$ cat src/small_language_lexer_unit_assert.svh
// ----------------------------------------------------------------------------
// small_language_lexer_unit assertion macros
// Concurrent check wrappers; empty when SYNTHESIS is defined.
// ----------------------------------------------------------------------------
`ifndef SMALL_LANGUAGE_LEXER_UNIT_ASSERT_SVH
`define SMALL_LANGUAGE_LEXER_UNIT_ASSERT_SVH
`ifndef SYNTHESIS
`define SLXU_ASSERT(lbl, clk, rst, prop) \
   lbl: assert property (@(posedge clk) disable iff (rst) prop) \
      else $error("slxu check failed");
`define SLXU_NEVER(lbl, clk, rst, cond) \
   lbl: assert property (@(posedge clk) disable iff (rst) !(cond)) \
      else $error("slxu forbidden condition");
`else
`define SLXU_ASSERT(lbl, clk, rst, prop)
`define SLXU_NEVER(lbl, clk, rst, cond)
`endif
`endif

$ cat src/slxu_pkg.sv
// ----------------------------------------------------------------------------
// slxu_pkg
// Token kinds and token record types shared by the lexer unit.
// ----------------------------------------------------------------------------
package slxu_pkg;

   localparam logic [4:0] KIND_LPAREN    = 5'd0;
   localparam logic [4:0] KIND_RPAREN    = 5'd1;
   localparam logic [4:0] KIND_LBRACKET  = 5'd2;
   localparam logic [4:0] KIND_RBRACKET  = 5'd3;
   localparam logic [4:0] KIND_LBRACE    = 5'd4;
   localparam logic [4:0] KIND_RBRACE    = 5'd5;
   localparam logic [4:0] KIND_COMMA     = 5'd6;
   localparam logic [4:0] KIND_SEMICOLON = 5'd7;
   localparam logic [4:0] KIND_COLON     = 5'd8;
   localparam logic [4:0] KIND_PLUS      = 5'd9;
   localparam logic [4:0] KIND_MINUS     = 5'd10;
   localparam logic [4:0] KIND_STAR      = 5'd11;
   localparam logic [4:0] KIND_ASSIGN    = 5'd12;
   localparam logic [4:0] KIND_ID     = 5'd13;
   localparam logic [4:0] KIND_INT    = 5'd14;
   localparam logic [4:0] KIND_STRING = 5'd15;
   localparam logic [4:0] KIND_IF     = 5'd16;
   localparam logic [4:0] KIND_WHILE  = 5'd17;
   localparam logic [4:0] KIND_DEF    = 5'd18;
   localparam logic [4:0] KIND_RET    = 5'd19;
   localparam logic [4:0] KIND_FUN    = 5'd20;
   localparam logic [4:0] KIND_EOF    = 5'd21;
   localparam logic [4:0] KIND_ERROR  = 5'd22;

   typedef struct packed {
      logic [4:0]  kind;
      logic [15:0] start;
      logic [15:0] length;
   } token_type;

   // one or two tokens raised by a single source byte
   typedef struct packed {
      logic      two;
      token_type tok0;
      token_type tok1;
   } pair_type;

endpackage

$ cat src/slxu_front.sv
// ----------------------------------------------------------------------------
// slxu_front
// Per-byte classification and lexer state; emits token pairs as tokens finish.
// ----------------------------------------------------------------------------
`include "small_language_lexer_unit_assert.svh"

module slxu_front #(
   parameter int POSITION_BITS = 16
) (
   input  logic               clock,
   input  logic               reset,
   input  logic               accept,
   input  logic [7:0]         source_byte,
   input  logic               end_of_source,
   output logic               push,
   output slxu_pkg::pair_type push_pair
);

   localparam logic [2:0] MODE_IDLE = 3'd0;
   localparam logic [2:0] MODE_ID   = 3'd1;
   localparam logic [2:0] MODE_INT  = 3'd2;
   localparam logic [2:0] MODE_STR  = 3'd3;

   localparam logic [7:0] CHAR_QUOTE = 8'h22;

   logic [2:0]               mode_ff, mode_in;
   logic [POSITION_BITS-1:0] pos_ff, pos_in, pos_inc;
   logic [15:0]              start_ff, start_in;
   logic [15:0]              len_ff, len_in, len_sat;
   logic [39:0]              prefix_ff, prefix_in, prefix_ext;
   logic [POSITION_BITS+15:0] pos_wide, inc_wide;
   logic [15:0]              pos16, inc16;
   logic                     ending, is_letter, is_digit, is_space, is_quote;
   logic                     punct_hit;
   logic [4:0]               punct_kind, id_kind;
   logic                     close_v, new_v;
   slxu_pkg::token_type      close_tok, new_tok;

   assign ending    = end_of_source | (source_byte == 8'd0);
   assign is_letter = ((source_byte >= 8'h61) && (source_byte <= 8'h7A)) ||
                      ((source_byte >= 8'h41) && (source_byte <= 8'h5A));
   assign is_digit  = (source_byte >= 8'h30) && (source_byte <= 8'h39);
   assign is_space  = (source_byte == 8'h20) || (source_byte == 8'h09) ||
                      (source_byte == 8'd13) || (source_byte == 8'd10);
   assign is_quote  = (source_byte == CHAR_QUOTE);

   assign pos_inc  = pos_ff + 1'b1;
   assign pos_wide = {16'd0, pos_ff};
   assign inc_wide = {16'd0, pos_inc};
   assign pos16    = pos_wide[15:0];
   assign inc16    = inc_wide[15:0];

   assign len_sat    = (len_ff == 16'hFFFF) ? len_ff : len_ff + 16'd1;
   assign prefix_ext = ((mode_ff == MODE_ID) && (len_ff < 16'd5)) ?
                       {prefix_ff[31:0], source_byte} : prefix_ff;

   always_comb begin
      punct_hit  = 1'b1;
      punct_kind = slxu_pkg::KIND_LPAREN;
      unique case (source_byte)
         8'h28: punct_kind = slxu_pkg::KIND_LPAREN;
         8'h29: punct_kind = slxu_pkg::KIND_RPAREN;
         8'h5B: punct_kind = slxu_pkg::KIND_LBRACKET;
         8'h5D: punct_kind = slxu_pkg::KIND_RBRACKET;
         8'h7B: punct_kind = slxu_pkg::KIND_LBRACE;
         8'h7D: punct_kind = slxu_pkg::KIND_RBRACE;
         8'h2C: punct_kind = slxu_pkg::KIND_COMMA;
         8'h3B: punct_kind = slxu_pkg::KIND_SEMICOLON;
         8'h3A: punct_kind = slxu_pkg::KIND_COLON;
         8'h2B: punct_kind = slxu_pkg::KIND_PLUS;
         8'h2D: punct_kind = slxu_pkg::KIND_MINUS;
         8'h2A: punct_kind = slxu_pkg::KIND_STAR;
         8'h3D: punct_kind = slxu_pkg::KIND_ASSIGN;
         default: punct_hit = 1'b0;
      endcase
   end

   always_comb begin
      id_kind = slxu_pkg::KIND_ID;
      if ((len_ff == 16'd2) && (prefix_ff == 40'h0000006966))
         id_kind = slxu_pkg::KIND_IF;
      else if ((len_ff == 16'd5) && (prefix_ff == 40'h7768696C65))
         id_kind = slxu_pkg::KIND_WHILE;
      else if ((len_ff == 16'd3) && (prefix_ff == 40'h0000646566))
         id_kind = slxu_pkg::KIND_DEF;
      else if ((len_ff == 16'd3) && (prefix_ff == 40'h0000726574))
         id_kind = slxu_pkg::KIND_RET;
      else if ((len_ff == 16'd3) && (prefix_ff == 40'h000066756E))
         id_kind = slxu_pkg::KIND_FUN;
   end

   always_comb begin
      mode_in   = mode_ff;
      pos_in    = pos_ff;
      start_in  = start_ff;
      len_in    = len_ff;
      prefix_in = prefix_ff;
      close_v   = 1'b0;
      new_v     = 1'b0;
      close_tok.start  = start_ff;
      close_tok.length = len_ff;
      close_tok.kind   = (mode_ff == MODE_ID)  ? id_kind :
                         (mode_ff == MODE_INT) ? slxu_pkg::KIND_INT :
                                                 slxu_pkg::KIND_ERROR;
      new_tok.kind   = slxu_pkg::KIND_ERROR;
      new_tok.start  = pos16;
      new_tok.length = 16'd1;
      if (ending) begin
         close_v        = (mode_ff != MODE_IDLE);
         new_v          = 1'b1;
         new_tok.kind   = slxu_pkg::KIND_EOF;
         new_tok.length = 16'd0;
         mode_in        = MODE_IDLE;
         pos_in         = '0;
         start_in       = 16'd0;
         len_in         = 16'd0;
         prefix_in      = 40'd0;
      end else begin
         pos_in = pos_inc;
         if (mode_ff == MODE_STR) begin
            if (is_quote) begin
               close_v        = 1'b1;
               close_tok.kind = slxu_pkg::KIND_STRING;
               mode_in        = MODE_IDLE;
            end else begin
               len_in = len_sat;
            end
         end else if (((mode_ff == MODE_ID) && is_letter) ||
                      ((mode_ff == MODE_INT) && is_digit)) begin
            len_in    = len_sat;
            prefix_in = prefix_ext;
         end else begin
            close_v = (mode_ff == MODE_ID) || (mode_ff == MODE_INT);
            mode_in = MODE_IDLE;
            if (is_space) begin
               new_v = 1'b0;
            end else if (is_letter) begin
               mode_in   = MODE_ID;
               start_in  = pos16;
               len_in    = 16'd1;
               prefix_in = {32'd0, source_byte};
            end else if (is_digit) begin
               mode_in   = MODE_INT;
               start_in  = pos16;
               len_in    = 16'd1;
               prefix_in = 40'd0;
            end else if (is_quote) begin
               mode_in   = MODE_STR;
               start_in  = inc16;
               len_in    = 16'd0;
               prefix_in = 40'd0;
            end else if (punct_hit) begin
               new_v        = 1'b1;
               new_tok.kind = punct_kind;
            end else begin
               new_v = 1'b1;
            end
         end
      end
   end

   always_comb begin
      push           = accept & (close_v | new_v);
      push_pair.two  = close_v & new_v;
      push_pair.tok0 = close_v ? close_tok : new_tok;
      push_pair.tok1 = new_tok;
   end

   always_ff @(posedge clock) begin
      if (reset) begin
         mode_ff   <= MODE_IDLE;
         pos_ff    <= '0;
         start_ff  <= 16'd0;
         len_ff    <= 16'd0;
         prefix_ff <= 40'd0;
      end else if (accept) begin
         mode_ff   <= mode_in;
         pos_ff    <= pos_in;
         start_ff  <= start_in;
         len_ff    <= len_in;
         prefix_ff <= prefix_in;
      end
   end

   `SLXU_ASSERT(a_end_resets, clock, reset,
      accept && ending |=> (mode_ff == MODE_IDLE) && (pos_ff == '0))
   `SLXU_NEVER(a_open_len, clock, reset,
      ((mode_ff == MODE_ID) || (mode_ff == MODE_INT)) && (len_ff == 16'd0))
   `SLXU_ASSERT(a_eof_last, clock, reset,
      accept && ending |-> push && (push_pair.two ? push_pair.tok1.kind :
         push_pair.tok0.kind) == slxu_pkg::KIND_EOF)

endmodule

$ cat src/slxu_queue.sv
// ----------------------------------------------------------------------------
// slxu_queue
// Small FIFO of token pairs between the classifier and the output stage.
// ----------------------------------------------------------------------------
module slxu_queue #(
   parameter int DEPTH = 4
) (
   input  logic               clock,
   input  logic               reset,
   input  logic               push,
   input  slxu_pkg::pair_type push_data,
   output logic               full,
   input  logic               pop,
   output logic               head_valid,
   output slxu_pkg::pair_type head_data
);

   localparam int PW = $clog2(DEPTH);
   localparam int CW = $clog2(DEPTH + 1);
   localparam logic [PW-1:0] LAST = PW'(DEPTH - 1);

   slxu_pkg::pair_type slot_ff [DEPTH];
   logic [PW-1:0] wr_ptr_ff, rd_ptr_ff;
   logic [CW-1:0] count_ff;

   assign full       = (count_ff == CW'(DEPTH));
   assign head_valid = (count_ff != '0);
   assign head_data  = slot_ff[rd_ptr_ff];

   always_ff @(posedge clock) begin
      if (push) begin
         slot_ff[wr_ptr_ff] <= push_data;
      end
   end

   always_ff @(posedge clock) begin
      if (reset) begin
         wr_ptr_ff <= '0;
         rd_ptr_ff <= '0;
         count_ff  <= '0;
      end else begin
         if (push) begin
            wr_ptr_ff <= (wr_ptr_ff == LAST) ? '0 : wr_ptr_ff + 1'b1;
         end
         if (pop) begin
            rd_ptr_ff <= (rd_ptr_ff == LAST) ? '0 : rd_ptr_ff + 1'b1;
         end
         if (push && !pop) begin
            count_ff <= count_ff + 1'b1;
         end else if (pop && !push) begin
            count_ff <= count_ff - 1'b1;
         end
      end
   end

endmodule

$ cat src/slxu_back.sv
// ----------------------------------------------------------------------------
// slxu_back
// Output stage: splits token pairs into single result transfers.
// ----------------------------------------------------------------------------
`include "small_language_lexer_unit_assert.svh"

module slxu_back (
   input  logic               clock,
   input  logic               reset,
   input  logic               head_valid,
   input  slxu_pkg::pair_type head_data,
   output logic               pop,
   output logic               rsp_valid,
   input  logic               rsp_stall,
   output logic [4:0]         rsp_token_kind,
   output logic [15:0]        rsp_token_start,
   output logic [15:0]        rsp_token_length,
   output logic               rsp_last_of_run
);

   logic                rsp_valid_ff, rsp_valid_in;
   logic                half_ff, half_in;
   logic                last_ff, last_in;
   slxu_pkg::token_type tok_ff, tok_in;
   logic                load;

   assign load = !rsp_valid_ff || !rsp_stall;

   always_comb begin
      pop          = 1'b0;
      rsp_valid_in = rsp_valid_ff;
      half_in      = half_ff;
      last_in      = last_ff;
      tok_in       = tok_ff;
      if (load) begin
         rsp_valid_in = head_valid;
         if (head_valid) begin
            if (head_data.two && !half_ff) begin
               tok_in  = head_data.tok0;
               last_in = 1'b0;
               half_in = 1'b1;
            end else begin
               tok_in  = half_ff ? head_data.tok1 : head_data.tok0;
               last_in = 1'b1;
               half_in = 1'b0;
               pop     = 1'b1;
            end
         end
      end
   end

   always_ff @(posedge clock) begin
      if (reset) begin
         rsp_valid_ff <= 1'b0;
         half_ff      <= 1'b0;
      end else begin
         rsp_valid_ff <= rsp_valid_in;
         half_ff      <= half_in;
      end
   end

   always_ff @(posedge clock) begin
      last_ff <= last_in;
      tok_ff  <= tok_in;
   end

   assign rsp_valid        = rsp_valid_ff;
   assign rsp_token_kind   = tok_ff.kind;
   assign rsp_token_start  = tok_ff.start;
   assign rsp_token_length = tok_ff.length;
   assign rsp_last_of_run  = last_ff;

   `SLXU_ASSERT(a_half_has_head, clock, reset, half_ff |-> head_valid)
   `SLXU_ASSERT(a_pair_follows, clock, reset,
      rsp_valid_ff && !rsp_stall && !last_ff |=> rsp_valid_ff && last_ff)

endmodule

$ cat src/small_language_lexer_unit.sv
// Path: a byte's first token passes the pair queue and the output register
// before it appears on rsp. Throughput: one source byte per cycle while the
// pair queue is not full; the output stage delivers one token per cycle while
// rsp is not stalled, so a byte raising two tokens becomes two transfers.
// Short bursts are absorbed by the pair queue; a steady run of them stalls req.
// Reset: synchronous; lexer returns to idle at offset zero, queue emptied.
// ----------------------------------------------------------------------------
// small_language_lexer_unit
// Streaming lexer: classifies source bytes and emits tokens with offsets.
// ----------------------------------------------------------------------------
module small_language_lexer_unit #(
   parameter int POSITION_BITS = 16,
   parameter int QUEUE_DEPTH   = 4
) (
   input  logic        clock,
   input  logic        reset,
   input  logic        req_valid,
   output logic        req_stall,
   input  logic [7:0]  req_source_byte,
   input  logic        req_end_of_source,
   output logic        rsp_valid,
   input  logic        rsp_stall,
   output logic [4:0]  rsp_token_kind,
   output logic [15:0] rsp_token_start,
   output logic [15:0] rsp_token_length,
   output logic        rsp_last_of_run
);

   logic               accept, push, full, pop, head_valid;
   slxu_pkg::pair_type push_pair, head_data;

   assign req_stall = full;
   assign accept    = req_valid & !full;

   slxu_front #(
      .POSITION_BITS (POSITION_BITS)
   ) u_front (
      .clock         (clock),
      .reset         (reset),
      .accept        (accept),
      .source_byte   (req_source_byte),
      .end_of_source (req_end_of_source),
      .push          (push),
      .push_pair     (push_pair)
   );

   slxu_queue #(
      .DEPTH (QUEUE_DEPTH)
   ) u_queue (
      .clock      (clock),
      .reset      (reset),
      .push       (push),
      .push_data  (push_pair),
      .full       (full),
      .pop        (pop),
      .head_valid (head_valid),
      .head_data  (head_data)
   );

   slxu_back u_back (
      .clock            (clock),
      .reset            (reset),
      .head_valid       (head_valid),
      .head_data        (head_data),
      .pop              (pop),
      .rsp_valid        (rsp_valid),
      .rsp_stall        (rsp_stall),
      .rsp_token_kind   (rsp_token_kind),
      .rsp_token_start  (rsp_token_start),
      .rsp_token_length (rsp_token_length),
      .rsp_last_of_run  (rsp_last_of_run)
   );

endmodule
$ cat config.mk
export PLATFORM = sky130hd
export DESIGN_NAME = small_language_lexer_unit
export DESIGN_NICKNAME = d
export VERILOG_FILES = /design/src/slxu_pkg.sv /design/src/slxu_front.sv /design/src/slxu_queue.sv /design/src/slxu_back.sv /design/src/small_language_lexer_unit.sv
export VERILOG_INCLUDE_DIRS = /design/src /design/src/src
export SDC_FILE = /design/constraint.sdc
export NUM_CORES = 1
export LEC_CHECK = 0
export BUFFER_PORTS_ARGS = -buffer_cell sky130_fd_sc_hd__buf_2
export CELL_PAD_IN_SITES_DETAIL_PLACEMENT = 2
export CELL_PAD_IN_SITES_GLOBAL_PLACEMENT = 2
export CORE_MARGIN = 3
export CORE_UTILIZATION = 43
export CTS_BUF_LIST = sky130_fd_sc_hd__clkbuf_4
export DETAILED_ROUTE_END_ITERATION = 10
export PLACE_DENSITY_LB_ADDON = 0.3
export SYNTH_ARGS = -nofsm -noshare
export SYNTH_HDL_FRONTEND = slang
export SYNTH_SLANG_ARGS = --single-unit
$ cat constraint.sdc
create_clock -name clock -period 3.86 [get_ports clock]
set_input_delay 0.772 -clock clock [delete_from_list [all_inputs] [get_ports clock]]
set_output_delay 0.772 -clock clock [all_outputs]
set_load 0.03 [all_outputs]
==> flow_summary.ini, run 1 <==
[layout]
drive_above_1_share_pct = 29.8
layout.nets = 1207
area_growth_pct = 14.6
fill_cells = 3358
seq_area_sq_mm = 0.0104
multi_input_area_sq_mm = 0.00501

[critical_path]
critPathArrivalTime_ns = 3.85
crit_buf_inv = 2
cp_data_required_time_ns = 4.56
critPathLaunchType = register
reg2reg_depth = 11
path_delay_family = compound AO/OA/AOI/OAI gates
crit_start = u_front.mode_ff[1]
worstSetupPathDepth = 11
reg2reg_from = u_front.mode_ff[1]
worst-setup-path-type = register to register
crit_fanout = 8
crit_chain = inv_1, ha_1, a221o_1, o211a_4, a21oi_2, ha_1, inv_1, fa_1, xor2_1, or3_1, a21oi_1
slowest_stage = fa_1
end_kind = register
max_stage_delay_ns = 0.43

[grt]
grt_usage_pct = 22.2
grt_pass1_wl_um = 66400
antenna_found_initial = 1
overflow = 0
grt_max_degree = 60
grt_pass1_vias = 11100

[synthesis]
synth_xor_area_share_pct = 1.51
syn_nets = 1074
synth_compound_area_share_pct = 7.19
yosys.area.top_type_share_pct = 53.2
synth_top_area_cell = edfxtp_1
synth.distinct_cells = 70
dominantRegCellSynth = edfxtp_1
synth-simple-area-share_pct = 10.0
async_reset_ff_share_pct = 0
synth_fa_ha_area_share_pct = 1.32
synth_edf_count = 278
syn_inst = 1045
synth_top_family_by_area = multiplexers
synth_seq_cells = 379
synth.area.top_cells = edfxtp_1, dfxtp_1, mux4_2, mux2_2, a22o_1
synth_area_sq_mm = 0.0157
avgSynthCellArea_sq_um = 15.0
synth.area.mux_share_pct = 11.7
synth.yosys.seq_area_share_pct = 66.1
ys_warn_count = 0

[drt]
drt-met1-wl_um = 18200
detail-route-antenna-nets = 0
top_layer = met4
wl_met2_um = 21600
avgRoutedWirePerCell_um = 24.5
drt_iter0_drc = 661
vias_per_cell = 5.70
wl_met3_um = 1740
finalWirelength_um = 42200
vias = 9818
route.detailed.drc = 0
first_pass_iters = 5

[clock_tree]
cts_tree = built
cts_sinks = 379
cts_buffer_depth = 3
clk_pin_slew_ns = 0.07
htreeDepth = 3
cts_setup_buffers = 0
cts_hold_buffers = 0
cts_buffers = 103
clk_latency_ns = 0.78
root_buffer = clkbuf_4
postCtsResizedCells = 0

[floorplan]
start_util_pct = 43.9
die_x_um = 197
row_count = 69
io_pins = 53
core_area_sq_mm = 0.0357
die-area_sq_mm = 0.0388
fp.dieH_um = 197

[sta]
hold_viol_final = 0
slew_violations = 0
tightest_slew_ns = 1.05
setup_viol = 0
whs_ns = 0.300
skew_ns = 0.0432
fin_crit_sh_pct = 81.8
max_freq_ghz = 0.317
maxSlewHeadroom_pct = 30.2
fin_setup_tns_ns = 0
min_period_ns = 3.16
rsz0062_at_grt = no

[power_and_ir_drop]
power.density_mw_per_mm2 = 639
max-vdd-ir-drop_mv = 0.360
power_uw = 11500
p_leak_uw = 0.00617

[place]
hpwl_um = 26400
io_buffers = 52
place_congestion = 0.772

[run]
maxCapViolCount = 0

[worst_hold_path]
holdCritStartpoint = rsp_stall
holdCritPathClass = input port to register
hold_depth = 3

[run_status]
status = finished, final reports clean
==> cell type report <==
type,instances,area share [%]
diodes,1,0.0139
clock buffers,158,6.60
clock inverters,28,0.912
inverters,16,0.334
multi-input cells,590,27.9
flip-flops and latches,379,57.7
well taps,461,3.21
repair buffers,88,3.37
==> tightest hold or removal path, cell delays in order <==
cell     delay (ns)
buf_2          0.13
nand2_1        0.07
a21oi_1        0.06
==> layout by cell type, fill, tap and decap left out, drive strengths merged, types with 4 or more instances in the layout <==
cell and count:
mux2i 6, nand4 19, nand2b 13, nand3 18, xnor2 4, and2 24, edfxtp 278, a21oi 31
inv 19, clkbuf 158, nand4b 5, xor2 23, a22oi 4, mux4 60, nor3 17, a21o 4
clkinv 23, mux2 38, nand2 53, nor4 15, and3 10, nor2 56, a31oi 9, buf 88
nor2b 20, o21ai 39, nor3b 8, or2 5, ha 15, or3 7, o22ai 4, a22o 40
dfxtp 101, nor4b 6
==> path summary, 6_finish.rpt <==
path	end	slack, ns
worst max-delay path	u_queue.count_ff[2]	0.70
worst min-delay path	u_back.rsp_valid	0.30
worst max register to register	u_queue.count_ff[2]	0.70
worst min register to register	u_front.prefix_ff[39]	0.48
==> synthesized netlist by cell type, types with 3 or more instances <==
cell type	count
a21oi_1	29
and3_1	10
o21ai_0	38
nand2b_1	13
dfxtp_1	101
a21o_1	4
buf_2	9
nor4_1	13
nand4b_1	5
and4_1	3
a22oi_1	4
clkbuf_1	35
mux4_2	60
nor3b_1	8
xor2_1	23
o22ai_1	3
mux2i_1	6
or3_1	7
mux2_2	38
nand3_1	18
buf_1	9
buf_4	4
ha_1	15
and2_1	23
nor4b_1	4
edfxtp_1	278
xnor2_1	4
a22o_1	40
nor2b_1	20
nand4_1	19
nor2_1	56
inv_1	16
nor3_1	17
nand2_1	53
buf_6	3
nand3b_1	3
or2_2	4
a31oi_1	9
==> layer usage <==
| layer | vias to the layer above | GRT usage, % |
|---|---|---|
| li1 | 4397 | - |
| met1 | 5138 | 28.5 |
| met2 | 226 | 38.6 |
| met3 | 57 | 4.20 |
| met4 | 0 | 7.15 |
| met5 | - | 0 |
==> registers in the layout (all words and copies together) (netlist names), named ones only <==
| name | flops |
|---|---|
| u_front.start_ff | 16 |
| u_front.mode_ff | 2 |
| u_queue.count_ff | 3 |
| u_front.pos16 | 16 |
| u_queue.slot_ff | 240 |
| u_front.prefix_ff | 40 |
| u_front.len_ff | 16 |
| u_queue.wr_ptr_ff | 2 |
| u_back.rsp_valid | 1 |
| u_back.rsp_token_start | 16 |
| u_back.rsp_last_of_run | 1 |
| u_back.rsp_token_kind | 5 |
| u_back.rsp_token_length | 16 |
| u_queue.rd_ptr_ff | 2 |
| u_back.half_ff | 1 |
==> through the flow <==
step	cell area [sq um]	util, %	setup slack [ns]	cells
finish	18000	50.3	0.703	1721
global route	18000	50.3	0.418	1721
CTS	18000	50.3	0.642	1720
detailed placement	16600	46.5	0.0931	1534
global placement	16600	46.5	0.148	1534
floorplan	15700	-	0.281	1045
==> power by group <==
part / switching (uW) / internal [uW]
combinational: 1610 / 1030
sequential: 184 / 4960
clock: 1710 / 1990
total: 3510 / 7980
==> cell families (layout without fill, tap and decap cells) <==
logic type / count (synthesis) / in the layout
buf+inv: 76 / 290
xor+xnor: 27 / 27
compound gates: 158 / 158
fa+ha+maj: 16 / 16
flops: 379 / 379
other cells: 0 / 1
simple gates: 285 / 285
mux: 104 / 104
Note: power is estimated with default switching activity, not from simulation.
==> run 2, diff against run 1 <==
ABC_AREA = 1   (was default)
CORE_UTILIZATION = 37   (was 43)
clock period = 2.9 ns   (was 3.86 ns; I/O delays follow)
==> run 2 against run 1 <==
Register-to-register slack got worse by 0.42 ns. Sequential share of layout area decreased by 5.8 points. Via count increased by 50%. Clock-buffer cell count increased by 18. Wire length increased by 40%. Sequential cell count unchanged. Sequential power increased by 40%. Combinational power increased by 79%. Synthesized area increased by 11%. Clock power increased by 39%. Worst hold slack got worse by 0.14 ns.
==> flow_summary.ini, run 2 <==
[grt]
grt_max_degree = 117
grt_pass1_wl_um = 92600
antenna_found_initial = 2
grt_pass1_vias = 16800
grt_usage_pct = 23.6
overflow = 0

[synthesis]
synth_edf_count = 278
dominantRegCellSynth = edfxtp_1
async_reset_ff_share_pct = 0
synth_area_sq_mm = 0.0174
synth.distinct_cells = 40
syn_nets = 1980
synth.yosys.seq_area_share_pct = 59.7
synth.area.top_cells = edfxtp_1, dfxtp_1, nor2_1, nand2_1, o21ai_0
synth_commonest_cells = nor2_1, nand2_1, edfxtp_1
ys_warn_count = 0
synth_seq_cells = 379
yosys.area.top_type_share_pct = 48.1
synth_top_area_cell = edfxtp_1
synth_most_common_cell = nor2_1
avgSynthCellArea_sq_um = 8.90
syn_inst = 1951

[layout]
reg_top3 = u_queue.slot_ff: 240 flops, u_front.prefix_ff: 40 flops
layout.cells.non_filler = 2760
largest_register_ffs = 240
top_register = u_queue.slot_ff
fill_cells = 5141
layout_common_cells = nor2_1, nand2_1, edfxtp_1
drive_above_1_share_pct = 15.5
final_common_cell = nor2_1
fin_util_pct = 43.6
fin_area_sq_mm = 0.0200
area_growth_pct = 15.1
layout.nets = 2098

[drt]
finalWirelength_um = 59100
route.detailed.drc = 0
detail-route-antenna-nets = 0
vias = 14700
drt_iter0_drc = 739
first_pass_iters = 5
vias_per_cell = 5.33
avgRoutedWirePerCell_um = 21.4

[power_and_ir_drop]
p_int_uw = 10900
p_clk_share_pct = 30.1
p_leak_uw = 0.00762
p_switching_uw = 6210
power.density_mw_per_mm2 = 857
max-vdd-ir-drop_mv = 0.445
comb_power_share_pct = 27.7
pwr-share-seq_pct = 42.2
power_uw = 17100
swShare_pct = 36.3

[floorplan]
start_util_pct = 37.8
core_area_sq_mm = 0.0459
die-area_sq_mm = 0.0496
io_pins = 53
die_x_um = 223
row_count = 78
fp.dieH_um = 223

[clock_tree]
cts_buffer_depth = 3
cts_tree = built
cts_sinks = 379
root_buffer = clkbuf_4
clk_pin_slew_ns = 0.07
clk_latency_ns = 0.84
htreeDepth = 3
cts_buffers = 105

[critical_path]
end_kind = register
crit_fanout = 3
worst-setup-path-type = register to register
critPathLaunchType = register
critPathArrivalTime_ns = 3.30
cp_data_required_time_ns = 3.58

[sta]
rsz0062_at_grt = no
maxSlewHeadroom_pct = 45.2
setup_viol = 0
fin_crit_sh_pct = 90.3
hold_viol_final = 0
min_period_ns = 2.62
slew_violations = 0
skew_ns = 0.0499
tightest_slew_ns = 0.822
max_freq_ghz = 0.382
setup_ws_ns = 0.281

[run]
maxCapViolCount = 0

[place]
place_inst = 2560
pre_cts_ws_ns = -0.214
place_congestion = 0.835
hpwl_um = 38500
io_buffers = 52
placed_area_sq_mm = 0.0185

[worst_hold_path]
holdCritPathClass = input port to register

[run_status]
status = finished, final reports clean
run 2: cell types whose count changed after synthesis, moves of 20 or more:
cell / delta
inv_1: +120
o22ai_1: +26
nor2_1: +394
mux2_2: -38
and2_1: -22
a21oi_1: +66
nand3_1: +85
a22o_1: -40
nor2b_1: -20
o21ai_0: +139
nand2_1: +307
mux4_2: -60
run 2: timing repair:
item                                   CTS  global route
endpoints found under the hold margin    0             0
setup endpoints to repair                0             1
hold buffers                             0             0
setup buffers                            0             2
gates resized for setup                  0             1
run 2: final cells by class:
type                       instances  area, sq um  area share (%)
antenna                            1         2.50          0.0125
clock buffer                     176         1320            6.61
clock inverter                    21          108           0.539
inverter                         150          566            2.83
multi-input combinational       1327         6030            30.2
sequential                       379        10400            51.9
tap                              600          751            3.76
timing repair buffer             106          828            4.15
run 2: per-stage QoR:
stage / TNS [ns] / hold slack, ns
after CTS: 0 / 0.0851
after global placement: -0.0581 / 0.452
after floorplan: 0 / 0.430
final: 0 / 0.162
after detailed placement: -0.214 / 0.458
after global routing: 0 / 0.112
run 2: worst paths after layout:
path,startpoint,endpoint,slack (ns),cells past startpoint
setup / recovery,u_front.mode_ff[1],u_queue.count_ff[2],0.28,14
hold / removal,reset,u_front.prefix_ff[23],0.16,4
setup reg to reg,u_front.mode_ff[1],u_queue.count_ff[2],0.28,14
hold reg to reg,u_front.prefix_ff[7],u_front.prefix_ff[7],0.47,2
run 2: routing by layer:
metal / up-vias / wire [um] / share of wire, % / track usage [%]
met4: 0 / 1780 / 3.0 / 9.41
li1: 6823 / - / - / -
met2: 278 / 31800 / 54 / 44.7
met3: 128 / 2020 / 3.4 / 3.94
met5: - / 0 / 0 / 0
met1: 7478 / 23500 / 40 / 26.2
run 2: kinds of logic (layout without fill, tap and decap cells):
kind of cell	count (synthesis)	count (layout)	synth area share, %
buffers and inverters	245	453	5.91
adders and majority gates	16	16	1.20
DFF	379	379	59.7
AOI/OAI and AO/OA	334	334	10.2
other	0	1	0
xor gates and xnor gates	7	7	0.353
and+or+nand+nor	970	970	22.6
run 2: critical path, stage by stage, from the launching register on:
cell	delay, ns
dfxtp_1	0.38
inv_1	0.10
ha_1	0.24
nand4_1	0.15
nand4_1	0.17
nand3_2	0.15
nand2_4	0.06
inv_1	0.09
ha_1	0.14
inv_1	0.07
fa_1	0.44
a21oi_1	0.15
o21ai_0	0.12
o21ai_0	0.17
a21oi_1	0.06
run 2: power groups by stage:
stage / clock, uW / sequential, uW / combinational [uW]
2_1_floorplan: 0 / 7780 / 2470
3_3_place_gp: 0 / 7250 / 4460
3_5_place_dp: 0 / 7340 / 4760
4_1_cts: 5320 / 7230 / 4830
6_report: 5150 / 7220 / 4740
5_1_grt: 5650 / 7290 / 5210
